**src/rtl/rate_neuron_stp_hebbian_step_defines.svh**
```systemverilog
// Assertion helpers for the RTL, included by rnsh_ctrl.
`ifndef RATE_NEURON_STP_HEBBIAN_STEP_DEFINES_SVH
`define RATE_NEURON_STP_HEBBIAN_STEP_DEFINES_SVH

// Same-cycle implication, disabled during reset.
`define RNSH_ASSERT_IMP(lbl, ante, cons) \
	lbl: assert property (@(posedge clk) disable iff (!arst_n) (ante) |-> (cons)) \
		else $error("rnsh assertion failed");

// Next-cycle implication, disabled during reset.
`define RNSH_ASSERT_NXT(lbl, ante, cons) \
	lbl: assert property (@(posedge clk) disable iff (!arst_n) (ante) |=> (cons)) \
		else $error("rnsh assertion failed");

`endif

```
**src/rtl/rnsh_pkg.sv**
```systemverilog
package rnsh_pkg;

	localparam int SYNAPSES = 64;
	localparam int IDX_W    = (SYNAPSES > 1) ? $clog2(SYNAPSES) : 1;
	localparam int PC_W     = 6;

	localparam logic signed [63:0] Q_MAX = {1'b0, {63{1'b1}}};
	localparam logic signed [63:0] Q_MIN = {1'b1, {63{1'b0}}};
	localparam logic signed [63:0] Q_ONE = 64'sd1099511627776;
	localparam logic signed [63:0] INV_TAU_AMPA  = 64'sd109951162778;
	localparam logic signed [63:0] INV_TAU_DELTA = 64'sd1099511628;
	localparam logic signed [63:0] INV_TAU_STD   = 64'sd2199023256;
	localparam logic signed [63:0] INV_TAU_STP   = 64'sd5497558139;
	localparam logic signed [63:0] INV_TAU_ADP   = 64'sd13743895347;

	// register reset values
	localparam logic [62:0]        DT_RST    = 63'd109951162778;
	localparam logic signed [63:0] BIAS_RST  = 64'sd0;
	localparam logic [62:0]        THR_RST   = 63'd549755813888;
	localparam logic [62:0]        SLOPE_RST = 63'd2748779069;
	localparam logic [62:0]        LRATE_RST = 63'd4398046511104;
	localparam logic [40:0]        UBASE_RST = 41'd659706976665;
	localparam logic               STP_RST   = 1'b1;
	localparam logic signed [63:0] FAC_RST   = STP_RST ? {23'd0, UBASE_RST} : Q_ONE;

	typedef enum logic [2:0] {
		R_DT, R_BIAS, R_THR, R_SLOPE, R_LRATE, R_UBASE, R_STP
	} reg_t;

	typedef struct packed {
		logic [62:0]        dt;
		logic signed [63:0] bias;
		logic [62:0]        thr;
		logic [62:0]        slope;
		logic [62:0]        lrate;
		logic [40:0]        ubase;
		logic               stp_en;
	} cfg_t;

	typedef enum logic [2:0] {
		OP_ADD, OP_SUB, OP_NEG, OP_CLAMP, OP_CMP, OP_GATE, OP_MUL
	} op_t;

	typedef enum logic [4:0] {
		S_R0, S_R1, S_R2, S_R3, S_W, S_TR, S_ACC, S_AMPA, S_OSPK, S_ADP, S_DEP, S_FAC,
		S_DT, S_BIAS, S_THR, S_SLOPE, S_LRATE, S_UBASE, S_PRATE, S_PSPK, S_ONE, S_ZERO,
		S_IAMPA, S_IDELTA, S_ISTD, S_ISTP, S_IADP
	} src_t;

	typedef enum logic [3:0] {
		D_R0, D_R1, D_R2, D_R3, D_W, D_TR, D_ACC, D_AMPA, D_OSPK, D_ADP, D_DEP, D_FAC,
		D_NONE
	} dst_t;

	typedef enum logic [1:0] {E_NONE, E_SYN, E_STP, E_OUT} end_t;

	typedef struct packed {
		op_t  op;
		src_t a;
		src_t b;
		dst_t dst;
		end_t eos;
	} uop_t;

	typedef enum logic [2:0] {
		ST_IDLE, ST_RD, ST_EXEC, ST_MWAIT, ST_WB, ST_OUTW
	} state_t;

	typedef struct packed {
		uop_t uop;
		logic take;
		logic wb;
		logic alu_wr;
		logic mul_start;
		logic mul_wr;
		logic out_load;
	} cmd_t;

	typedef struct packed {
		logic is_load;
		logic link_ok;
		logic last;
		logic stp_en;
		logic mul_done;
	} stat_t;

	localparam logic [PC_W-1:0] PC_SYN = 6'd0;
	localparam logic [PC_W-1:0] PC_STP = 6'd14;
	localparam logic [PC_W-1:0] PC_OUT = 6'd29;

	function automatic logic signed [63:0] sat65(input logic signed [64:0] v);
		if (v[64] != v[63]) begin
			return v[64] ? Q_MIN : Q_MAX;
		end
		return v[63:0];
	endfunction

	function automatic logic signed [63:0] qadd(input logic signed [63:0] a,
			input logic signed [63:0] b);
		return sat65({a[63], a} + {b[63], b});
	endfunction

	function automatic logic signed [63:0] qsub(input logic signed [63:0] a,
			input logic signed [63:0] b);
		return sat65({a[63], a} - {b[63], b});
	endfunction

	function automatic logic [62:0] clamp_out(input logic signed [63:0] v);
		return v[63] ? 63'd0 : v[62:0];
	endfunction

	// Step program: synapse update, plasticity update, output update.
	function automatic uop_t ucode(input logic [PC_W-1:0] pc);
		uop_t u;
		case (pc)
			6'd0:  u = '{OP_MUL,   S_DT,    S_TR,     D_R0,   E_NONE};
			6'd1:  u = '{OP_ADD,   S_W,     S_R0,     D_W,    E_NONE};
			6'd2:  u = '{OP_NEG,   S_TR,    S_ZERO,   D_R0,   E_NONE};
			6'd3:  u = '{OP_MUL,   S_DT,    S_R0,     D_R0,   E_NONE};
			6'd4:  u = '{OP_MUL,   S_R0,    S_IDELTA, D_R0,   E_NONE};
			6'd5:  u = '{OP_ADD,   S_TR,    S_R0,     D_TR,   E_NONE};
			6'd6:  u = '{OP_MUL,   S_DT,    S_LRATE,  D_R0,   E_NONE};
			6'd7:  u = '{OP_MUL,   S_R0,    S_IDELTA, D_R0,   E_NONE};
			6'd8:  u = '{OP_MUL,   S_R0,    S_ADP,    D_R0,   E_NONE};
			6'd9:  u = '{OP_MUL,   S_R0,    S_PSPK,   D_R0,   E_NONE};
			6'd10: u = '{OP_ADD,   S_TR,    S_R0,     D_TR,   E_NONE};
			6'd11: u = '{OP_CLAMP, S_W,     S_ZERO,   D_W,    E_NONE};
			6'd12: u = '{OP_MUL,   S_W,     S_PRATE,  D_R0,   E_NONE};
			6'd13: u = '{OP_ADD,   S_ACC,   S_R0,     D_ACC,  E_SYN};
			6'd14: u = '{OP_SUB,   S_ONE,   S_DEP,    D_R0,   E_NONE};
			6'd15: u = '{OP_MUL,   S_R0,    S_ISTD,   D_R0,   E_NONE};
			6'd16: u = '{OP_MUL,   S_DEP,   S_FAC,    D_R1,   E_NONE};
			6'd17: u = '{OP_MUL,   S_R1,    S_OSPK,   D_R1,   E_NONE};
			6'd18: u = '{OP_SUB,   S_R0,    S_R1,     D_R0,   E_NONE};
			6'd19: u = '{OP_MUL,   S_DT,    S_R0,     D_R0,   E_NONE};
			6'd20: u = '{OP_ADD,   S_DEP,   S_R0,     D_DEP,  E_NONE};
			6'd21: u = '{OP_SUB,   S_UBASE, S_FAC,    D_R0,   E_NONE};
			6'd22: u = '{OP_MUL,   S_R0,    S_ISTP,   D_R0,   E_NONE};
			6'd23: u = '{OP_SUB,   S_ONE,   S_FAC,    D_R1,   E_NONE};
			6'd24: u = '{OP_MUL,   S_UBASE, S_R1,     D_R1,   E_NONE};
			6'd25: u = '{OP_MUL,   S_R1,    S_OSPK,   D_R1,   E_NONE};
			6'd26: u = '{OP_ADD,   S_R0,    S_R1,     D_R0,   E_NONE};
			6'd27: u = '{OP_MUL,   S_DT,    S_R0,     D_R0,   E_NONE};
			6'd28: u = '{OP_ADD,   S_FAC,   S_R0,     D_FAC,  E_STP};
			6'd29: u = '{OP_MUL,   S_AMPA,  S_IAMPA,  D_R0,   E_NONE};
			6'd30: u = '{OP_NEG,   S_R0,    S_ZERO,   D_R0,   E_NONE};
			6'd31: u = '{OP_ADD,   S_R0,    S_ACC,    D_R0,   E_NONE};
			6'd32: u = '{OP_MUL,   S_DT,    S_R0,     D_R0,   E_NONE};
			6'd33: u = '{OP_ADD,   S_AMPA,  S_R0,     D_AMPA, E_NONE};
			6'd34: u = '{OP_ADD,   S_AMPA,  S_BIAS,   D_R2,   E_NONE};
			6'd35: u = '{OP_ADD,   S_ZERO,  S_ZERO,   D_ACC,  E_NONE};
			6'd36: u = '{OP_CMP,   S_R2,    S_THR,    D_NONE, E_NONE};
			6'd37: u = '{OP_SUB,   S_R2,    S_THR,    D_R0,   E_NONE};
			6'd38: u = '{OP_MUL,   S_SLOPE, S_R0,     D_R0,   E_NONE};
			6'd39: u = '{OP_GATE,  S_R0,    S_ZERO,   D_R3,   E_NONE};
			6'd40: u = '{OP_SUB,   S_R3,    S_ADP,    D_R0,   E_NONE};
			6'd41: u = '{OP_MUL,   S_R0,    S_IADP,   D_R0,   E_NONE};
			6'd42: u = '{OP_ADD,   S_ADP,   S_R0,     D_ADP,  E_NONE};
			6'd43: u = '{OP_MUL,   S_R3,    S_DEP,    D_R0,   E_NONE};
			6'd44: u = '{OP_MUL,   S_R0,    S_FAC,    D_R0,   E_NONE};
			6'd45: u = '{OP_ADD,   S_R3,    S_ZERO,   D_OSPK, E_OUT};
			default: u = '{OP_ADD, S_ZERO,  S_ZERO,   D_NONE, E_OUT};
		endcase
		return u;
	endfunction

endpackage

```
**src/rtl/rnsh_cfg.sv**
```systemverilog
module rnsh_cfg (
	input  logic                clk,
	input  logic                arst_n,
	input  logic                psel,
	input  logic                penable,
	input  logic                pwrite,
	input  logic [5:0]          paddr,
	input  logic [63:0]         pwdata,
	output logic [63:0]         prdata,
	output rnsh_pkg::cfg_t      cfg
);
	import rnsh_pkg::*;

	cfg_t cfg_q;
	logic wr;

	assign wr = psel & penable & pwrite;

	// write decode
	always_ff @(posedge clk or negedge arst_n) begin
		if (!arst_n) begin
			cfg_q.dt     <= DT_RST;
			cfg_q.bias   <= BIAS_RST;
			cfg_q.thr    <= THR_RST;
			cfg_q.slope  <= SLOPE_RST;
			cfg_q.lrate  <= LRATE_RST;
			cfg_q.ubase  <= UBASE_RST;
			cfg_q.stp_en <= STP_RST;
		end else if (wr) begin
			unique case (paddr[5:3])
				R_DT:    cfg_q.dt     <= pwdata[62:0];
				R_BIAS:  cfg_q.bias   <= pwdata;
				R_THR:   cfg_q.thr    <= pwdata[62:0];
				R_SLOPE: cfg_q.slope  <= pwdata[62:0];
				R_LRATE: cfg_q.lrate  <= pwdata[62:0];
				R_UBASE: cfg_q.ubase  <= pwdata[40:0];
				R_STP:   cfg_q.stp_en <= pwdata[0];
				default: ;
			endcase
		end
	end

	// read mux
	always_comb begin
		unique case (paddr[5:3])
			R_DT:    prdata = {1'b0, cfg_q.dt};
			R_BIAS:  prdata = cfg_q.bias;
			R_THR:   prdata = {1'b0, cfg_q.thr};
			R_SLOPE: prdata = {1'b0, cfg_q.slope};
			R_LRATE: prdata = {1'b0, cfg_q.lrate};
			R_UBASE: prdata = {23'd0, cfg_q.ubase};
			R_STP:   prdata = {63'd0, cfg_q.stp_en};
			default: prdata = 64'd0;
		endcase
	end

	assign cfg = cfg_q;

endmodule

```
**config.mk**
```make
export PLATFORM = sky130hd
export DESIGN_NAME = rnsh_cfg
export DESIGN_NICKNAME = d
export VERILOG_FILES = /design/src/rtl/rate_neuron_stp_hebbian_step_defines.svh /design/src/rtl/rnsh_pkg.sv /design/src/rtl/rnsh_cfg.sv
export SDC_FILE = /design/constraint.sdc
export NUM_CORES = 1
export LEC_CHECK = 0
export BUFFER_PORTS_ARGS = -buffer_cell sky130_fd_sc_hd__buf_2
export CAP_MARGIN = 20
export CORE_ASPECT_RATIO = 0.7
export CORE_MARGIN = 3
export CORE_UTILIZATION = 50
export CTS_CLUSTER_SIZE = 12
export DETAILED_ROUTE_END_ITERATION = 6
export HOLD_SLACK_MARGIN = 0.1
export PLACE_DENSITY_LB_ADDON = 0.15
export SLEW_MARGIN = 20
export SYNTH_ARGS = -nofsm -noshare
export SYNTH_HDL_FRONTEND = slang
export SYNTH_SLANG_ARGS = --single-unit
```
**constraint.sdc**
```tcl
create_clock -name clk -period 2.1 [get_ports clk]
set_input_delay 0.42 -clock clk [delete_from_list [all_inputs] [get_ports clk]]
set_output_delay 0.42 -clock clk [all_outputs]
set_load 0.01 [all_outputs]
```
---- Word level (Yosys, flattened, before mapping) ----
Index checks and enable logic that the tools add are counted.
word-level totals
  register bits after elaboration ......... 358
  ROM bits ................................ 0
  logic and storage cells ................. 24
  memories ................................ 0
  output and inout port bits .............. 422
  bits in latches ......................... 0
  bits in writable memories ............... 0
cells by class
  multiply operators ...................... 0
  mux-type cells .......................... 1
  bitwise logic cells ..................... 2
  reduce and logical (&&, ||, !) cells .... 8
  add/sub/neg operators ................... 0
  order comparisons ....................... 0
  shifts and indexed selects .............. 0
  equal/unequal tests ..................... 6
  divide/modulo/power cells ............... 0
operator list
  operator                                              count
  case mux 64 bit (7 select lines)                      1
  AND reduction 2 bit                                   7
  equality test 3 bit (second input constant)           3
  equality test 3 x 2 -> 1 bit (second input constant)  2
  equality test 3 x 1 -> 1 bit (second input constant)  1
  zero test 3 bit                                       1
  bitwise AND 1 bit                                     2

---- Longest topological paths before layout ----
  depth in word-level cells ............... 3
  mapped depth ............................ 6
  mapped depth without buffers ............ 3

---- Worst setup path before layout ----
No wires, ideal clock.
  kind .................................... input to output
  from .................................... input paddr[4]
  to ...................................... output prdata[41]
  path buffers ............................ 4
  slack ................................... 0.056 ns
  stages .................................. 6
  data arrival time ....................... 1.624 ns
  data required time ...................... 1.680 ns
  cells stage by stage .................... buf_2 -> buf_4 -> buf_2 -> clkbuf_1 -> a221oi_1 -> nor2_1
on the way
  cells in the longest elaborated chain, start to end .. 2
  elaborated cells between the ends (all ways) .. 8
  classes of those cells .................. eq/ne (6); mux (1); reduce/logical (1)
ends and longest elaborated chain
  element                                      line            source
  start: declaration                           rnsh_cfg.sv:7   input logic [5:0] paddr,
  equality test 3 bit (tied with other cells)  rnsh_cfg.sv:45  unique case (paddr[5:3])
  case mux 64 bit (7 select lines) *           rnsh_cfg.sv:45
  end: declaration                             rnsh_cfg.sv:9   output logic [63:0] prdata,
Every way passes the cells marked *; elsewhere a longest branch is shown, timed or not.

---- Worst setup path after layout ----
  from .................................... register cfg_q, in the netlist cfg[295]
  to ...................................... output prdata[0]
on the way
  cells in the longest elaborated chain, start to end .. 1
ends and longest elaborated chain
  element                           line            source
  start: declaration                rnsh_cfg.sv:14  cfg_t cfg_q;
  case mux 64 bit (7 select lines)  rnsh_cfg.sv:45
No other way between the ends.

==> impl_results.md <==
- Pin count of the biggest net entering global routing: 50
- Nets: 1806
- First-pass GRT wire length: 80100 um
- Routed Antenna Nets: 0
- Core area: 31700 um^2
- Total Power: 21700 uW
- YS warnings: 0
- Via Count: 12400
- RSZ-0062 raised after global routing: true
- Clk_lat worst skew: 0.52 ns
- DRC: 0
- Crit start category: register
- Setup TNS: -0.0929 ns
- Number of global-route vias before repair: 12700
- Largest register FFs: 358
- Final Cell Area: 21800 um^2
- Non-Filler Instances: 2178
- Rows: 54
- Critical Path Slowest Stage Cell: mux4_2
- Most frequent cells in the layout: buf_2, mux2_2, dfrtp_1
- Final setup fails: 1
- Hold path depth: 2
- Pre-antenna DRT Iters: 5
- Endpoint class of the critical path: output pin
- GRT Overall Usage: 0.296
- Clk slew on worst S/H paths: 0.06 ns
- Number of synthesized flops with an enable pin: 0
- Final slew viol count: 0
- CTS tree: yes
- Asr flop ratio synth: 1.00
- Top-level I/O count: 497
- Maxcap violations: 0
- CTS root buffer: clkbuf_16
- CP max FO: 2
- Leakage: 0.0109 uW
- Clk buf depth: 3
- RD Place Congestion: 0.876
- Mean Syn Cell Area: 14.2 um^2
- Worst path required time: 1.68 ns
- Unique masters post-synth: 35
- Clock Sinks: 358
- Top_reg_cell synth: dfrtp_1
- Status: complete, but fails checks
- #FFs+latches synth: 358
- Wire per inst: 24.6 um
- Final period util: 1.04
- Area Growth Syn to Fin: 33.4%
- Fin Clk Skew: 0 ns
- DIE HEIGHT: 157 um
- Slew headroom: 0.709
- Horiz. Die Dim: 222 um
- Util after Layout: 0.689
- Worst r2r path cells: 2
- GRT Residual Overflow: 0
- Routed WL: 53600 um
- Final setup margin: -0.0929 ns
- Die Footprint: 35000 um^2
- Share of cells above drive strength 1: 0.678
- Final Hold Violating Endpoints: 0
- Port Buffers: 493
- Seq/Total Area, Yosys: 0.552
- Max Clk Rate: 0.456 GHz
- Initial Utilization: 0.517
- Mapped Area: 16400 um^2
- Worst-Margin Slew: 0.436 ns
- Detailed placement HPWL: 37800 um
- Crit path DAT: 1.77 ns
- Post-Place Cell Area: 20200 um^2
- Post-Syn Nets: 1228
- Antenna violations before repair: 4
- CTS Buf Count: 37
- CP peak stage delay: 0.45 ns
- Via density per instance: 5.72
- Worst min path class: primary input to register
- Synth Instances: 1153
- Failing checks: negative setup slack
- Placed insts: 2075
- H-tree Lvls: 2
- DR iter-0 viols: 882
- Worst Setup Path Type: register to output pin
- Power per cell area: 993 nW/um^2
- Commonest non-fill, non-tap cell in the layout: buf_2
- Final min period: 2.19 ns
- CP Cell Sequence: mux4_2, mux2_4, buf_6
- Peak supply drop: 0.687 mV
[power breakdown]
group / internal, uW / total (uW) / switching, uW / leakage, uW
clock: 3620 / 6250 / 2630 / 0.000543
combinational: 2970 / 5900 / 2920 / 0.00588
sequential: 8420 / 9530 / 1110 / 0.00444
[metrics by stage]
stage | setup slack, ns | hold WS, ns
floorplan | 0.0560 | 0.124
global placement | -0.129 | 0.358
detailed placement | -0.116 | 0.352
CTS | -0.117 | 0.129
global route | -0.165 | 0.126
finish | -0.0929 | 0.151
[metal layers]
| metal | track usage | share of wire |
|---|---|---|
| met5 | 0 | 0.00024 |
| met4 | 0.0901 | 0.029 |
| met3 | 0.0809 | 0.082 |
| met2 | 0.488 | 0.48 |
| met1 | 0.388 | 0.41 |
[cell families (layout without fill, tap and decap cells)]
logic type | after synthesis | count (layout) | synth area share
AOI/OAI and AO/OA | 122 | 122 | 0.0530
muxes | 505 | 505 | 0.343
buffers and inverters | 85 | 687 | 0.0262
DFF | 358 | 358 | 0.552
and+or+nand+nor | 83 | 83 | 0.0262
other | 0 | 3 | 0
[cells in the mapped netlist (all sizes together) (2+ instances only)]
library cell / n / area share
nand3: 11 / 0.0034
nand2b: 2 / 0.00076
mux2i: 70 / 0.043
a22oi: 9 / 0.0041
o21ai: 18 / 0.0055
inv: 2 / 0.00046
nand2: 13 / 0.0030
a221oi: 23 / 0.012
mux2: 434 / 0.30
nor3b: 9 / 0.0041
o32a: 7 / 0.0043
a21oi: 32 / 0.0098
o221ai: 12 / 0.0064
a221o: 11 / 0.0067
clkbuf: 23 / 0.0053
nor3: 3 / 0.0023
nor2: 40 / 0.010
dfstp: 59 / 0.095
o22ai: 10 / 0.0038
buf: 59 / 0.020
dfrtp: 299 / 0.46
nor2b: 2 / 0.00076
[final timing paths]
path / endpoint / slack, ns / start
min in group asynchronous: cfg[149] / 0.41 / arst_n
max in group asynchronous: cfg[268] / 0.95 / arst_n
max: prdata[0] / -0.09 / cfg[295]
max reg2reg: cfg[338] / 1.19 / cfg[338]
min: cfg[294] / 0.15 / pwdata[63]
min reg2reg: cfg[161] / 0.51 / cfg[161]
[area by class of cell]
| type | instances | area [um^2] |
|---|---|---|
| Sequential cell | 358 | 9030 |
| Clock buffer | 59 | 1070 |
| Clock inverter | 4 | 52.6 |
| Antenna cell | 3 | 7.51 |
| Timing Repair Buffer | 621 | 4000 |
| Fill cell | 2290 | 9850 |
| Inverter | 3 | 11.3 |
| Tap cell | 420 | 526 |
| Multi-Input combinational cell | 710 | 7140 |
[worst max-delay path, delay by kind of cell, from the launching register on]
kind                   cells  cell delay (ns)
buffers and inverters      1             0.12
DFF                        1             0.39
muxes                      2             0.75
[repair_timing]
| action | CTS | global route |
|---|---|---|
| buffers inserted | 11 | 23 |
| gates cloned | 0 | 2 |
| gates resized for setup | 16 | 42 |
| endpoints found under the hold margin | 28 | 0 |
| hold buffers | 1 | 0 |
| endpoints found under the setup margin | 48 | 44 |
| pin swaps | 3 | 2 |
No activity file was read; power rests on OpenSTA's default activity.
