File: src/rtl/rate_neuron_stp_hebbian_step_defines.svh
// Assertion helpers for the RTL, included by rnsh_ctrl.
`ifndef RATE_NEURON_STP_HEBBIAN_STEP_DEFINES_SVH
`define RATE_NEURON_STP_HEBBIAN_STEP_DEFINES_SVH

// Same-cycle implication, disabled during reset.
`define RNSH_ASSERT_IMP(lbl, ante, cons) \
	lbl: assert property (@(posedge clk) disable iff (!arst_n) (ante) |-> (cons)) \
		else $error("rnsh assertion failed");

// Next-cycle implication, disabled during reset.
`define RNSH_ASSERT_NXT(lbl, ante, cons) \
	lbl: assert property (@(posedge clk) disable iff (!arst_n) (ante) |=> (cons)) \
		else $error("rnsh assertion failed");

`endif

File: src/rtl/rnsh_pkg.sv
package rnsh_pkg;

	localparam int SYNAPSES = 64;
	localparam int IDX_W    = (SYNAPSES > 1) ? $clog2(SYNAPSES) : 1;
	localparam int PC_W     = 6;

	localparam logic signed [63:0] Q_MAX = {1'b0, {63{1'b1}}};
	localparam logic signed [63:0] Q_MIN = {1'b1, {63{1'b0}}};
	localparam logic signed [63:0] Q_ONE = 64'sd1099511627776;
	localparam logic signed [63:0] INV_TAU_AMPA  = 64'sd109951162778;
	localparam logic signed [63:0] INV_TAU_DELTA = 64'sd1099511628;
	localparam logic signed [63:0] INV_TAU_STD   = 64'sd2199023256;
	localparam logic signed [63:0] INV_TAU_STP   = 64'sd5497558139;
	localparam logic signed [63:0] INV_TAU_ADP   = 64'sd13743895347;

	// register reset values
	localparam logic [62:0]        DT_RST    = 63'd109951162778;
	localparam logic signed [63:0] BIAS_RST  = 64'sd0;
	localparam logic [62:0]        THR_RST   = 63'd549755813888;
	localparam logic [62:0]        SLOPE_RST = 63'd2748779069;
	localparam logic [62:0]        LRATE_RST = 63'd4398046511104;
	localparam logic [40:0]        UBASE_RST = 41'd659706976665;
	localparam logic               STP_RST   = 1'b1;
	localparam logic signed [63:0] FAC_RST   = STP_RST ? {23'd0, UBASE_RST} : Q_ONE;

	typedef enum logic [2:0] {
		R_DT, R_BIAS, R_THR, R_SLOPE, R_LRATE, R_UBASE, R_STP
	} reg_t;

	typedef struct packed {
		logic [62:0]        dt;
		logic signed [63:0] bias;
		logic [62:0]        thr;
		logic [62:0]        slope;
		logic [62:0]        lrate;
		logic [40:0]        ubase;
		logic               stp_en;
	} cfg_t;

	typedef enum logic [2:0] {
		OP_ADD, OP_SUB, OP_NEG, OP_CLAMP, OP_CMP, OP_GATE, OP_MUL
	} op_t;

	typedef enum logic [4:0] {
		S_R0, S_R1, S_R2, S_R3, S_W, S_TR, S_ACC, S_AMPA, S_OSPK, S_ADP, S_DEP, S_FAC,
		S_DT, S_BIAS, S_THR, S_SLOPE, S_LRATE, S_UBASE, S_PRATE, S_PSPK, S_ONE, S_ZERO,
		S_IAMPA, S_IDELTA, S_ISTD, S_ISTP, S_IADP
	} src_t;

	typedef enum logic [3:0] {
		D_R0, D_R1, D_R2, D_R3, D_W, D_TR, D_ACC, D_AMPA, D_OSPK, D_ADP, D_DEP, D_FAC,
		D_NONE
	} dst_t;

	typedef enum logic [1:0] {E_NONE, E_SYN, E_STP, E_OUT} end_t;

	typedef struct packed {
		op_t  op;
		src_t a;
		src_t b;
		dst_t dst;
		end_t eos;
	} uop_t;

	typedef enum logic [2:0] {
		ST_IDLE, ST_RD, ST_EXEC, ST_MWAIT, ST_WB, ST_OUTW
	} state_t;

	typedef struct packed {
		uop_t uop;
		logic take;
		logic wb;
		logic alu_wr;
		logic mul_start;
		logic mul_wr;
		logic out_load;
	} cmd_t;

	typedef struct packed {
		logic is_load;
		logic link_ok;
		logic last;
		logic stp_en;
		logic mul_done;
	} stat_t;

	localparam logic [PC_W-1:0] PC_SYN = 6'd0;
	localparam logic [PC_W-1:0] PC_STP = 6'd14;
	localparam logic [PC_W-1:0] PC_OUT = 6'd29;

	function automatic logic signed [63:0] sat65(input logic signed [64:0] v);
		if (v[64] != v[63]) begin
			return v[64] ? Q_MIN : Q_MAX;
		end
		return v[63:0];
	endfunction

	function automatic logic signed [63:0] qadd(input logic signed [63:0] a,
			input logic signed [63:0] b);
		return sat65({a[63], a} + {b[63], b});
	endfunction

	function automatic logic signed [63:0] qsub(input logic signed [63:0] a,
			input logic signed [63:0] b);
		return sat65({a[63], a} - {b[63], b});
	endfunction

	function automatic logic [62:0] clamp_out(input logic signed [63:0] v);
		return v[63] ? 63'd0 : v[62:0];
	endfunction

	// Step program: synapse update, plasticity update, output update.
	function automatic uop_t ucode(input logic [PC_W-1:0] pc);
		uop_t u;
		case (pc)
			6'd0:  u = '{OP_MUL,   S_DT,    S_TR,     D_R0,   E_NONE};
			6'd1:  u = '{OP_ADD,   S_W,     S_R0,     D_W,    E_NONE};
			6'd2:  u = '{OP_NEG,   S_TR,    S_ZERO,   D_R0,   E_NONE};
			6'd3:  u = '{OP_MUL,   S_DT,    S_R0,     D_R0,   E_NONE};
			6'd4:  u = '{OP_MUL,   S_R0,    S_IDELTA, D_R0,   E_NONE};
			6'd5:  u = '{OP_ADD,   S_TR,    S_R0,     D_TR,   E_NONE};
			6'd6:  u = '{OP_MUL,   S_DT,    S_LRATE,  D_R0,   E_NONE};
			6'd7:  u = '{OP_MUL,   S_R0,    S_IDELTA, D_R0,   E_NONE};
			6'd8:  u = '{OP_MUL,   S_R0,    S_ADP,    D_R0,   E_NONE};
			6'd9:  u = '{OP_MUL,   S_R0,    S_PSPK,   D_R0,   E_NONE};
			6'd10: u = '{OP_ADD,   S_TR,    S_R0,     D_TR,   E_NONE};
			6'd11: u = '{OP_CLAMP, S_W,     S_ZERO,   D_W,    E_NONE};
			6'd12: u = '{OP_MUL,   S_W,     S_PRATE,  D_R0,   E_NONE};
			6'd13: u = '{OP_ADD,   S_ACC,   S_R0,     D_ACC,  E_SYN};
			6'd14: u = '{OP_SUB,   S_ONE,   S_DEP,    D_R0,   E_NONE};
			6'd15: u = '{OP_MUL,   S_R0,    S_ISTD,   D_R0,   E_NONE};
			6'd16: u = '{OP_MUL,   S_DEP,   S_FAC,    D_R1,   E_NONE};
			6'd17: u = '{OP_MUL,   S_R1,    S_OSPK,   D_R1,   E_NONE};
			6'd18: u = '{OP_SUB,   S_R0,    S_R1,     D_R0,   E_NONE};
			6'd19: u = '{OP_MUL,   S_DT,    S_R0,     D_R0,   E_NONE};
			6'd20: u = '{OP_ADD,   S_DEP,   S_R0,     D_DEP,  E_NONE};
			6'd21: u = '{OP_SUB,   S_UBASE, S_FAC,    D_R0,   E_NONE};
			6'd22: u = '{OP_MUL,   S_R0,    S_ISTP,   D_R0,   E_NONE};
			6'd23: u = '{OP_SUB,   S_ONE,   S_FAC,    D_R1,   E_NONE};
			6'd24: u = '{OP_MUL,   S_UBASE, S_R1,     D_R1,   E_NONE};
			6'd25: u = '{OP_MUL,   S_R1,    S_OSPK,   D_R1,   E_NONE};
			6'd26: u = '{OP_ADD,   S_R0,    S_R1,     D_R0,   E_NONE};
			6'd27: u = '{OP_MUL,   S_DT,    S_R0,     D_R0,   E_NONE};
			6'd28: u = '{OP_ADD,   S_FAC,   S_R0,     D_FAC,  E_STP};
			6'd29: u = '{OP_MUL,   S_AMPA,  S_IAMPA,  D_R0,   E_NONE};
			6'd30: u = '{OP_NEG,   S_R0,    S_ZERO,   D_R0,   E_NONE};
			6'd31: u = '{OP_ADD,   S_R0,    S_ACC,    D_R0,   E_NONE};
			6'd32: u = '{OP_MUL,   S_DT,    S_R0,     D_R0,   E_NONE};
			6'd33: u = '{OP_ADD,   S_AMPA,  S_R0,     D_AMPA, E_NONE};
			6'd34: u = '{OP_ADD,   S_AMPA,  S_BIAS,   D_R2,   E_NONE};
			6'd35: u = '{OP_ADD,   S_ZERO,  S_ZERO,   D_ACC,  E_NONE};
			6'd36: u = '{OP_CMP,   S_R2,    S_THR,    D_NONE, E_NONE};
			6'd37: u = '{OP_SUB,   S_R2,    S_THR,    D_R0,   E_NONE};
			6'd38: u = '{OP_MUL,   S_SLOPE, S_R0,     D_R0,   E_NONE};
			6'd39: u = '{OP_GATE,  S_R0,    S_ZERO,   D_R3,   E_NONE};
			6'd40: u = '{OP_SUB,   S_R3,    S_ADP,    D_R0,   E_NONE};
			6'd41: u = '{OP_MUL,   S_R0,    S_IADP,   D_R0,   E_NONE};
			6'd42: u = '{OP_ADD,   S_ADP,   S_R0,     D_ADP,  E_NONE};
			6'd43: u = '{OP_MUL,   S_R3,    S_DEP,    D_R0,   E_NONE};
			6'd44: u = '{OP_MUL,   S_R0,    S_FAC,    D_R0,   E_NONE};
			6'd45: u = '{OP_ADD,   S_R3,    S_ZERO,   D_OSPK, E_OUT};
			default: u = '{OP_ADD, S_ZERO,  S_ZERO,   D_NONE, E_OUT};
		endcase
		return u;
	endfunction

endpackage

File: src/rtl/rnsh_ctrl.sv
`include "rate_neuron_stp_hebbian_step_defines.svh"

module rnsh_ctrl (
	input  logic             clk,
	input  logic             arst_n,
	input  logic             in_valid,
	output logic             in_ready,
	output logic             out_valid,
	input  logic             out_ready,
	input  rnsh_pkg::stat_t  stat,
	output rnsh_pkg::cmd_t   cmd
);
	import rnsh_pkg::*;

	state_t          state_q, state_d;
	logic [PC_W-1:0] pc_q, pc_d;
	logic            ov_q;
	uop_t            uop;
	logic            adv;

	assign uop      = ucode(pc_q);
	assign in_ready = (state_q == ST_IDLE);

	always_ff @(posedge clk or negedge arst_n) begin
		if (!arst_n) begin
			state_q <= ST_IDLE;
			pc_q    <= PC_SYN;
			ov_q    <= 1'b0;
		end else begin
			state_q <= state_d;
			pc_q    <= pc_d;
			if (cmd.out_load) ov_q <= 1'b1;
			else if (out_ready) ov_q <= 1'b0;
		end
	end

	// sequence one item through the step program
	always_comb begin
		state_d       = state_q;
		pc_d          = pc_q;
		adv           = 1'b0;
		cmd           = '0;
		cmd.uop       = uop;
		cmd.take      = in_valid & in_ready;
		unique case (state_q)
			ST_IDLE: begin
				if (cmd.take && !stat.is_load) state_d = ST_RD;
			end
			ST_RD: begin
				if (stat.link_ok) begin
					pc_d    = PC_SYN;
					state_d = ST_EXEC;
				end else if (stat.last) begin
					pc_d    = stat.stp_en ? PC_STP : PC_OUT;
					state_d = ST_EXEC;
				end else begin
					state_d = ST_IDLE;
				end
			end
			ST_EXEC: begin
				if (uop.op == OP_MUL) begin
					cmd.mul_start = 1'b1;
					state_d       = ST_MWAIT;
				end else begin
					cmd.alu_wr = 1'b1;
					adv        = 1'b1;
				end
			end
			ST_MWAIT: begin
				if (stat.mul_done) begin
					cmd.mul_wr = 1'b1;
					adv        = 1'b1;
				end
			end
			ST_WB: begin
				cmd.wb = 1'b1;
				if (stat.last) begin
					pc_d    = stat.stp_en ? PC_STP : PC_OUT;
					state_d = ST_EXEC;
				end else begin
					state_d = ST_IDLE;
				end
			end
			ST_OUTW: begin
				if (!ov_q || out_ready) begin
					cmd.out_load = 1'b1;
					state_d      = ST_IDLE;
				end
			end
			default: state_d = ST_IDLE;
		endcase
		// advance the program at the end of an op
		if (adv) begin
			unique case (uop.eos)
				E_NONE: begin
					pc_d    = pc_q + 1'b1;
					state_d = ST_EXEC;
				end
				E_SYN: state_d = ST_WB;
				E_STP: begin
					pc_d    = PC_OUT;
					state_d = ST_EXEC;
				end
				E_OUT: state_d = ST_OUTW;
				default: state_d = ST_IDLE;
			endcase
		end
	end

	assign out_valid = ov_q;

	`RNSH_ASSERT_NXT(a_mul_wait, cmd.mul_start, state_q == ST_MWAIT)
	`RNSH_ASSERT_IMP(a_done_in_wait, stat.mul_done, state_q == ST_MWAIT)
	`RNSH_ASSERT_IMP(a_no_overwrite, cmd.out_load, !ov_q || out_ready)
	`RNSH_ASSERT_NXT(a_tick_reads, cmd.take && !stat.is_load, state_q == ST_RD)

endmodule

File: config.mk
export PLATFORM = sky130hd
export DESIGN_NAME = rnsh_ctrl
export DESIGN_NICKNAME = d
export VERILOG_FILES = /design/src/rtl/rnsh_pkg.sv /design/src/rtl/rnsh_ctrl.sv
export VERILOG_INCLUDE_DIRS = /design/src /design/src/rtl
export SDC_FILE = /design/constraint.sdc
export NUM_CORES = 1
export LEC_CHECK = 0
export BUFFER_PORTS_ARGS = -buffer_cell sky130_fd_sc_hd__buf_2
export CAP_MARGIN = 20
export CORE_ASPECT_RATIO = 1.5
export CORE_MARGIN = 2
export CORE_UTILIZATION = 59
export CTS_BUF_LIST = sky130_fd_sc_hd__clkbuf_4
export CTS_CLUSTER_DIAMETER = 150
export CTS_CLUSTER_SIZE = 20
export DETAILED_ROUTE_END_ITERATION = 7
export GPL_TIMING_DRIVEN = 0
export PLACE_DENSITY = 0.84
export SKIP_LAST_GASP = 1
export SYNTH_ARGS = -nofsm -noshare
export SYNTH_HDL_FRONTEND = slang
export SYNTH_SLANG_ARGS = --single-unit
File: constraint.sdc
create_clock -name clk -period 3.57 [get_ports clk]
set_clock_uncertainty 0.15 [all_clocks]
set_input_delay 0.8925 -clock clk [delete_from_list [all_inputs] [get_ports clk]]
set_output_delay 0.8925 -clock clk [all_outputs]
set_load 0.02 [all_outputs]
After elaboration in Yosys (flattened, before gate mapping)
Memory sizes are Yosys's and may differ from the RTL's.
Index checks and enable logic that the tools add are counted.

cells by class
  add/sub/neg operators = 1
  equal/unequal tests = 13
  mux-type cells = 25
  bitwise gates (word level) = 1
  reductions and logical operators = 9

operators with widths
  cell                 count
  $pmux 6 s2           2
  $mux 6               3
  $pmux 3 s6           1
  $mux 3               4
  $eq 3x3->1 const B   3
  $mux 1               9
  $pmux 3 s3           1
  $add 6x1->6 const B  1
  $eq 3x2->1 const B   2
  $mux 2               3
  $ne 3x3->1 const B   2
  $mux 5               1
  $eq 2x2->1 const B   2
  $reduce_and 4->1     1
  $eq 3x1->1 const B   1
  $logic_not 3->1      1
  $ne 3x1->1 const B   1
  $eq 2x1->1 const B   1
  $logic_not 1->1      2
  $logic_not 2->1      1
  $ne 2x2->1 const B   1
  $pmux 1 s2           1
  $reduce_bool 2->1    1
  $reduce_or 2->1      1
  3 further kinds      3

word-level totals
  bits in registers = 10
  memory bits (read-only) = 1216
  output and inout bits = 27
  word-level logic and storage cells = 53
  memories kept = 1

memories
  memory            words  bits a word  read ports  clocked after Yosys merged registers in  wr ports  RTL line         RTL
  (name not given)  64     19           1           0                                        0         rnsh_pkg.sv:115  case (pc)

Longest topological paths before layout
Gate-level depths: netlist of run 1.

  depth in word-level cells = 6
  gate-level depth with buffers = 11
  mapped depth without buffers = 8

Worst setup path before layout of run 1
Ideal clock, no wire load.

  kind = reg2out
  start point = reg pc_q[0]
  end point = out cmd[2] (netlist bit)
  data arrival time = 2.831 ns
  required time = 2.528 ns
  path slack = -0.304 ns
  stages on the path, launching flop included = 10
  cell sequence = dfrtp_1 -> clkbuf_1 -> inv_1 -> ha_1 -> buf_2 -> xnor2_1 -> o211ai_1 -> o32ai_1 -> o211ai_1 -> nor2_1

RTL lines
  item                      RTL line         RTL
  start: declaration        rnsh_ctrl.sv:16  logic [PC_W-1:0] pc_q, pc_d;
  start signal: assignment  rnsh_ctrl.sv:31  pc_q <= pc_d;
  end: declaration          rnsh_ctrl.sv:11  output rnsh_pkg::cmd_t cmd

==> results of run 1 <==
cell families (layout without fill, tap and decap cells):
group	count (synthesis)	in the layout	share of synthesized area (%)
flip-flops	10	10	12.56
XOR/XNOR	3	3	1.319
adder cells (fa/ha/maj)	10	10	6.281
AND/OR/NAND/NOR	114	114	30.40
multiplexers	12	12	6.030
buffers and inverters	37	91	8.920
AO/OA/AOI/OAI	107	107	34.49
layout make-up:
class                   instances  area, µm²
multi-input cells             246       1667
well taps                      40      50.05
inverters                       9      41.29
fillers                       252      676.9
repair buffers                 51      314.1
flip-flops and latches         10      252.7
clock buffers                   3      22.52
plain buffers                  27      162.7
clock inverters                 1      3.754
per-stage QoR:
stage          std cells  instance area, µm²  util, %
3_3_place_gp         368                2227    69.80
2_1_floorplan        293                2002        -
3_5_place_dp         368                2227    69.80
6_report             387                2514    78.78
4_1_cts              381                2382    74.67
5_1_grt              387                2514    78.78
critical path, cell delays in order, from the launching register on:
cell and delay [ns]:
dfrtp_2 0.39, clkbuf_16 0.16, clkinvlp_4 0.15, ha_4 0.35
mux2i_1 0.08, mux2i_1 0.27, a2111oi_4 0.12, o211ai_1 0.36
nor2b_4 0.24, buf_6 0.12
layer usage:
layer  vias up  GRT usage (%)  wire length [µm]
met1      1210          45.72              2685
met4         0          27.78               489
met2       242          68.52              3672
li1       1186              -                 -
met3        59          4.167               944
met5         -              0                 0
cells in the final DEF, fill, tap and decap left out, drive strengths merged, types with 3 or more instances in the layout:
cell	instances
a21oi	30
nor2	23
inv	7
a31oi	5
mux2i	12
nor3b	3
a221oi	3
nor2b	10
nand2b	12
ha	10
o21ai	23
a22oi	3
clkbuf	19
nor3	7
a211oi	11
o211ai	8
nand3	10
dfrtp	10
nand2	29
buf	62
o21a	3
o31ai	4
o22ai	3
flip-flops by register name, summed over array words and instances (netlist names):
register   flops
pc_q           6
out_valid      1
state_q        3
final timing paths:
path / startpoint / to / slack [ns] / cells after the start
worst min register to register: out_valid / out_valid / 0.44 / 2
worst max register to register: pc_q[0] / pc_q[4] / 0.54 / 10
worst min-delay path: arst_n / state_q[0] / 0.32 / 1
min in group clk: out_valid / out_valid / 0.44 / 2
max in group asynchronous: arst_n / pc_q[1] / 2.75 / 1
worst max-delay path: pc_q[0] / cmd[3] / 0.01 / 9
repair_timing:
item	4_1_cts	5_1_grt
pin swaps	2	5
gates resized for setup	14	15
buffers inserted	9	7
endpoints found under the setup margin	24	5
cloned	0	0
==> metrics.md, run 1 <==
| Metric | Value |
|---|---|
| Actual slew at the worst max-slew pin | `0.6380 ns` |
| Routed length per instance | `20.13 µm` |
| CTS buffer count | `3` |
| Post-Synthesis Cell Area | `1992 µm²` |
| Critical Path RT | `2.53 ns` |
| Crit path DAT | `2.52 ns` |
| Highest Clock Rate | `281.0 MHz` |
| TritonRoute pass-1 iters | `6` |
| Largest net degree at the start of global routing | `11` |
| GR Util All Layers | `39.83%` |
| Worst slack, placed | `-0.6269 ns` |
| Core Area | `3191 µm²` |
| Yosys warns | `0` |
| Crit path launch type | `flip-flop` |
| Vias | `2697` |
| Unrepaired setup endpoints after global routing | `true` |
| Synth area leaders | `dfrtp_1 (13%), a21oi_1 (7.5%), ha_1 (6.3%)` |
| Io pins | `36` |
| Diodes inserted | `0` |
| Max-slew violation total from the final report | `0` |
| Buffers on Ports | `35` |
| Clock Tree Buf Depth | `2` |
| Nets | `367` |
| Area growth syn-to-layout | `26.19%` |
| Area share of the largest cell type after synthesis | `12.56%` |
| Mapped Avg Cell Area | `6.798 µm²` |
| Period Utilization, post-route | `99.69%` |
| Critical path type | `flip-flop to output pin` |
| Fin Setup TNS | `0 ns` |
| Total gr overflow | `0` |
| Gpl congestion | `0.9908` |
| Number of synthesized flops with an enable pin | `0` |
| Hold_buf cts | `0` |
| Number of global-route vias before repair | `2410` |
| Worst hold slack | `0.3153 ns` |
| Max FO, Critical Path | `8` |
| Cell count after synthesis | `293` |
| Core Rows | `25` |
| DRC violations left | `0` |
| Htree depth | `1` |
| Final WS setup | `0.01116 ns` |
| Critical Path Sink Type | `output pin` |
| Fin. Hold Viols | `0` |
| Top post-synthesis cells by count | `a21oi_1 (30), nand2_1 (28), nor2_1 (23), o21ai_0 (21), clkbuf_1 (16)` |
| CTS tree | `yes` |
| First-pass GRT wire length | `11.59 mm` |
| ANT nets after route | `0` |
| FFs w/ async S/R, synth | `100.0%` |
| Seq cells post-synth | `10` |
| Root buf cell | `clkbuf_4` |
| Slew HR | `57.10%` |
| Yosys cell types | `59` |
| Initial antenna violation count | `0` |
| Clock slew at reported path FFs | `0.07 ns` |
| Die Ht | `75.17 µm` |
| Synth Net Count | `312` |
| Cell with the most instances after synthesis | `a21oi_1` |
| Area of the die | `3866 µm²` |
| HPWL Detailed | `5.173 mm` |
| DR vias/cell | `6.969` |
| Clk sinks | `10` |
| Maxcap violations | `0` |
| Routed WL | `7.792 mm` |
| Tmin final | `3.559 ns` |
| Die Wd | `51.44 µm` |
| Iteration-0 DRC Markers | `243` |
| Top_reg_cell synth | `dfrtp_1` |
| Leading area contributor after synthesis | `dfrtp_1` |
| Seq/Total Area, Yosys | `12.56%` |
| Share of cells above drive strength 1 | `26.22%` |
| Tightest Hold Check Type | `input pin to async pin` |
| Worst-Skew Late Latency | `0.27 ns` |
| Setup-failing EPs final | `0` |
| Status | `finished, final reports clean` |
| Starting Density | `62.43%` |
Power of run 1 is not shown: default switching activity piles up to over one toggle a cycle in this logic, so the estimate is an artifact.
==> inputs of run 2 (changes only) <==
--- a/config.mk
+++ b/config.mk
@@ -10,13 +10,12 @@
 export CAP_MARGIN = 20
 export CORE_ASPECT_RATIO = 1.5
 export CORE_MARGIN = 2
-export CORE_UTILIZATION = 59
+export CORE_UTILIZATION = 29
 export CTS_BUF_LIST = sky130_fd_sc_hd__clkbuf_4
 export CTS_CLUSTER_DIAMETER = 150
 export CTS_CLUSTER_SIZE = 20
 export DETAILED_ROUTE_END_ITERATION = 7
 export GPL_TIMING_DRIVEN = 0
-export PLACE_DENSITY = 0.84
 export SKIP_LAST_GASP = 1
 export SYNTH_ARGS = -nofsm -noshare
 export SYNTH_HDL_FRONTEND = slang
==> run 2 against run 1 <==
Cell count increased by 8.3%. Non-clock buffer count decreased by 5. Final area increased by 0.20%. Sequential cell count unchanged.
==> metrics.md, run 2 (synthesis gave the netlist of run 1 again) <==
| Metric | Value |
|---|---|
| Status | `finished, final reports clean` |
| Routed WL | `7.972 mm` |
| Reg with most FFs | `pc_q` |
| Total gr overflow | `0` |
| Max-slew violation total from the final report | `0` |
| Core Rows | `37` |
| Most common cell after layout, fill and taps aside | `buf_2` |
| Highest Clock Rate | `280.3 MHz` |
| Tmin final | `3.567 ns` |
| Die Wd | `71.67 µm` |
| Share of cells above drive strength 1 | `26.69%` |
| Setup-failing EPs final | `0` |
| Cell Chain, Critical Path | `clkbuf_16 > clkinvlp_4 > ha_1 > buf_2 > nor3_1 > a211oi_1 > a211oi_1 > a21oi_1 > o22a_1 > buf_2` |
| Reg2Reg Capture Point | `pc_q[4]` |
| Unrepaired setup endpoints after global routing | `true` |
| FF-to-FF setup slack | `0.64 ns` |
| CP endpoint | `cmd[12]` |
| Max FO, Critical Path | `10` |
| Worst-Skew Late Latency | `0.27 ns` |
| CTS tree | `yes` |
| CTS buffer count | `3` |
| Worst slack, placed | `-0.6495 ns` |
| Starting Density | `29.47%` |
| Clk sinks | `10` |
| Die Ht | `105.5 µm` |
| Area of the die | `7562 µm²` |
| Crit path DAT | `2.52 ns` |
| Slowest cell on crit path | `dfrtp_2` |
| Maxcap violations | `0` |
| Clock Tree Buf Depth | `2` |
| Area growth syn-to-layout | `26.44%` |
| Max incr delay on CP | `0.43 ns` |
| DR vias/cell | `6.012` |
| Commonest cells after routing, fill and taps aside | `buf_2 (38), a21oi_1 (30), nand2_1 (28)` |
| Largest net degree at the start of global routing | `11` |
| Slew HR | `58.87%` |
| Root buf cell | `clkbuf_4` |
| Routed length per instance | `19.03 µm` |
| Clock slew at reported path FFs | `0.07 ns` |
| Io pins | `36` |
| Critical path type | `flip-flop to output pin` |
| Diodes inserted | `0` |
| Crit path launch type | `flip-flop` |
| Iteration-0 DRC Markers | `230` |
| Reg2reg start | `pc_q[0]` |
| R2R depth | `11` |
| Number of global-route vias before repair | `2516` |
| Fin Setup TNS | `0 ns` |
| Worst hold slack | `0.3239 ns` |
| Actual slew at the worst max-slew pin | `0.6147 ns` |
| Hold_buf cts | `0` |
| Nets | `362` |
| Critical Path Sink Type | `output pin` |
| Final WS setup | `0.002684 ns` |
| HPWL Detailed | `5.809 mm` |
| Period Utilization, post-route | `99.92%` |
| DRC violations left | `0` |
| ANT nets after route | `0` |
| Max reg flops | `6` |
| Fin. Hold Viols | `0` |
| Initial antenna violation count | `0` |
| Core Area | `6759 µm²` |
| Tightest Hold Check Type | `input pin to async pin` |
| GR Util All Layers | `20.71%` |
| Vias | `2519` |
| Htree depth | `1` |
| Worst Setup SP | `pc_q[0]` |
| TritonRoute pass-1 iters | `5` |
| Gpl congestion | `1.023` |
| Buffers on Ports | `35` |
| First-pass GRT wire length | `12.58 mm` |
| Critical Path RT | `2.53 ns` |
-- run 2: changes by cell type in the layout (fill, tap and decap cells not counted), moves of 2 or more --
| cell | before | now |
|---|---|---|
| a211oi_2 | 1 | 3 |
| buf_4 | 18 | 14 |
| a211oi_1 | 9 | 7 |
| mux2i_1 | 12 | 9 |
| ha_4 | 3 | 1 |
| mux2i_2 | 0 | 3 |
-- run 2: worst min-delay path by stage --
stage	startpoint	endpoint	slack, ns	cells after the start
after floorplan	arst_n	out_valid	0.45	0
after global placement	out_valid	out_valid	0.38	2
after detailed placement	out_valid	out_valid	0.39	2
after CTS	arst_n	out_valid	0.33	1
after global routing	arst_n	out_valid	0.35	1
final	arst_n	out_valid	0.32	1
-- run 2: through the flow --
step	cell area, µm²	utilization (%)	instances
after detailed placement	2275	33.65	406
after global routing	2519	37.26	419
after CTS	2416	35.75	418
after floorplan	2002	-	293
after global placement	2275	33.65	406
final	2519	37.26	419
-- run 2: cell type report --
| class | instances | area, µm² |
|---|---|---|
| clock buffers | 3 | 22.52 |
| well taps | 78 | 97.59 |
| plain buffers | 27 | 163.9 |
| fillers | 730 | 4240 |
| inverters | 9 | 41.29 |
| repair buffers | 46 | 264.0 |
| multi-input cells | 246 | 1677 |
| flip-flops and latches | 10 | 252.7 |
-- run 2: what timing repair did --
| item | 4_1_cts | 5_1_grt |
|---|---|---|
| endpoints found under the setup margin | 26 | 8 |
| pin swaps | 3 | 4 |
| setup buffers | 9 | 2 |
| gates resized for setup | 15 | 20 |
-- run 2: worst max-delay path, delay by kind of cell, from the launching register on --
| kind | cells | cell delay [ns] |
|---|---|---|
| AO/OA/AOI/OAI | 4 | 0.85 |
| adder cells (fa/ha/maj) | 1 | 0.23 |
| buffers and inverters | 4 | 0.69 |
| flip-flops | 1 | 0.43 |
| AND/OR/NAND/NOR | 1 | 0.07 |
-- run 2: per-layer routing --
metal	wire, µm	part of all wire (%)	track usage (%)	vias up
met2	3915	49	34.66	167
li1	-	-	-	1171
met5	0	0	0	-
met1	2895	36	24.37	1134
met3	668	8.4	2.103	47
met4	493	6.2	13.88	0
Power of run 2 is left out for the same reason.
==> inputs of run 3 (changes only) <==
--- a/config.mk
+++ b/config.mk
@@ -13,9 +13,10 @@
 export CORE_UTILIZATION = 29
 export CTS_BUF_LIST = sky130_fd_sc_hd__clkbuf_4
 export CTS_CLUSTER_DIAMETER = 150
-export CTS_CLUSTER_SIZE = 20
+export CTS_CLUSTER_SIZE = 24
 export DETAILED_ROUTE_END_ITERATION = 7
 export GPL_TIMING_DRIVEN = 0
+export SETUP_SLACK_MARGIN = 0.02
 export SKIP_LAST_GASP = 1
 export SYNTH_ARGS = -nofsm -noshare
 export SYNTH_HDL_FRONTEND = slang
==> run 3 against run 2 <==
Sequential share of layout area about the same. First-iteration DRC count rose by 26%. Highest routed layer unchanged. Hold slack better by 0.0021 ns. Wire length grew 0.75%. Final area grew 0.25%. Global-route usage unchanged. Non-clock buffer count did not move. Critical path depth down 1. Utilization is 0.092 points higher. Setup slack got worse by 0.00054 ns. Count of clock-buffer cells in the layout is the same. Sequential cell count is the same.
==> metrics.md, run 3 (synthesis gave the netlist of run 1 again) <==
| Metric | Value |
|---|---|
| Crit path max-delay family | `compound AO/OA/AOI/OAI gates` |
| DR vias/cell | `6.038` |
| Commonest cells after routing, fill and taps aside | `buf_2 (38), a21oi_1 (30), nand2_1 (28)` |
| GR Util All Layers | `20.71%` |
| Maxcap violations | `0` |
| Iteration-0 DRC Markers | `289` |
| Io pins | `36` |
| Grt met3 use | `2.103%` |
| Max reg flops | `6` |
| Number of global-route vias before repair | `2516` |
| Htree depth | `1` |
| Crit path DAT | `2.53 ns` |
| M1 GR Usage | `24.37%` |
| Actual slew at the worst max-slew pin | `0.6379 ns` |
| Max FO, Critical Path | `4` |
| Area growth syn-to-layout | `26.76%` |
| Layout fillers | `730` |
| Gpl congestion | `1.023` |
| Storage element area | `252.7 µm²` |
| Post-route insts no fill | `419` |
| Max incr delay on CP | `0.39 ns` |
| Slew HR | `57.32%` |
| HPWL Detailed | `5.809 mm` |
| Tightest Hold Check Type | `input pin to async pin` |
| CTS buffer count | `3` |
| Starting Density | `29.47%` |
| Tmin final | `3.568 ns` |
| Root buf cell | `clkbuf_4` |
| Diodes inserted | `0` |
| Core Area | `6759 µm²` |
| Max-slew violation total from the final report | `0` |
| Fin. Hold Viols | `0` |
| Critical Path RT | `2.53 ns` |
| Core Util, Final | `37.36%` |
| Reg with most FFs | `pc_q` |
| Die Wd | `71.67 µm` |
| ANT nets after route | `0` |
| Core Rows | `37` |
| Period Utilization, post-route | `99.94%` |
| Initial antenna violation count | `0` |
| TritonRoute pass-1 iters | `6` |
| Routed WL | `8.032 mm` |
| First-pass GRT wire length | `12.58 mm` |
| Share of cells above drive strength 1 | `27.27%` |
| Design Area, Final | `2525 µm²` |
| Setup-failing EPs final | `0` |
| Area of the die | `7562 µm²` |
| CTS tree | `yes` |
| Buffers on Ports | `35` |
| Most common cell after layout, fill and taps aside | `buf_2` |
| Slowest cell on crit path | `dfrtp_2` |
| Largest net degree at the start of global routing | `11` |
| Status | `finished, final reports clean` |
| Unrepaired setup endpoints after global routing | `true` |
| Routed length per instance | `19.17 µm` |
| Die Ht | `105.5 µm` |
| Clk sinks | `10` |
| Placed Cells | `406` |
| Crit path launch type | `flip-flop` |
| Highest Clock Rate | `280.3 MHz` |
| Critical path type | `flip-flop to output pin` |
| Dpl cell area | `2275 µm²` |
| Total gr overflow | `0` |
| Area of the multi-input gates | `1682 µm²` |
| Worst-Skew Late Latency | `0.27 ns` |
| Vias | `2530` |
| Most Crowded Layer GR | `met2` |
| Clock Tree Buf Depth | `2` |
| M2 GR Usage | `34.66%` |
| Cell Chain, Critical Path | `clkbuf_16 > clkinvlp_4 > ha_1 > nand2b_1 > a211oi_4 > a2111oi_4 > o211ai_1 > nor2b_4 > buf_2` |
| Critical Path Sink Type | `output pin` |
| WP buf/inv | `3` |
| Nets | `362` |
| DRC violations left | `0` |
| Clock slew at reported path FFs | `0.07 ns` |
| Worst hold slack | `0.3260 ns` |
## run 3: changes by cell type in the layout (fill, tap and decap cells not counted), sizes merged
cell / before / now
clkbuf: 18 / 19
buf: 58 / 57
## run 3: path summary, 6_finish.rpt
kind,start,endpoint,slack [ns],depth (start not counted)
worst max-delay path,pc_q[0],cmd[3],0.002,9
worst min-delay path,arst_n,out_valid,0.33,1
worst max register to register,pc_q[0],pc_q[4],0.63,11
worst min register to register,out_valid,out_valid,0.41,2
max in group asynchronous,arst_n,pc_q[1],2.73,1
min in group clk,out_valid,out_valid,0.41,2
## run 3: per-layer routing
layer  routed length [µm]  share of wire [%]
met5                    0                  0
met1                 2892                 36
met3                  701                8.7
met4                  549                6.8
met2                 3889                 48
## run 3: final cells by class
| cell class | instances | area share, % |
|---|---|---|
| Multi-Input combinational cell | 246 | 66.60 |
| Timing Repair Buffer | 46 | 10.46 |
| Sequential cell | 10 | 10.01 |
| Buffer | 27 | 6.541 |
| Tap cell | 78 | 3.865 |
| Inverter | 9 | 1.635 |
| Clock buffer | 3 | 0.8920 |
## run 3: metrics by stage
| stage | TNS, ns | worst slack [ns] |
|---|---|---|
| 6_report | 0 | 0.002147 |
| 5_1_grt | -0.1569 | -0.09333 |
| 4_1_cts | -0.04357 | -0.04357 |
| 3_5_place_dp | -3.762 | -0.6495 |
| 3_3_place_gp | -3.833 | -0.6138 |
| 2_1_floorplan | 0 | 0.03826 |
## run 3: what timing repair did
item	4_1_cts	5_1_grt
hold buffers	0	0
pin swaps	3	4
setup endpoints to repair	27	11
buffers inserted	9	2
gates resized for setup	15	22
Power of run 3 is left out for the same reason.
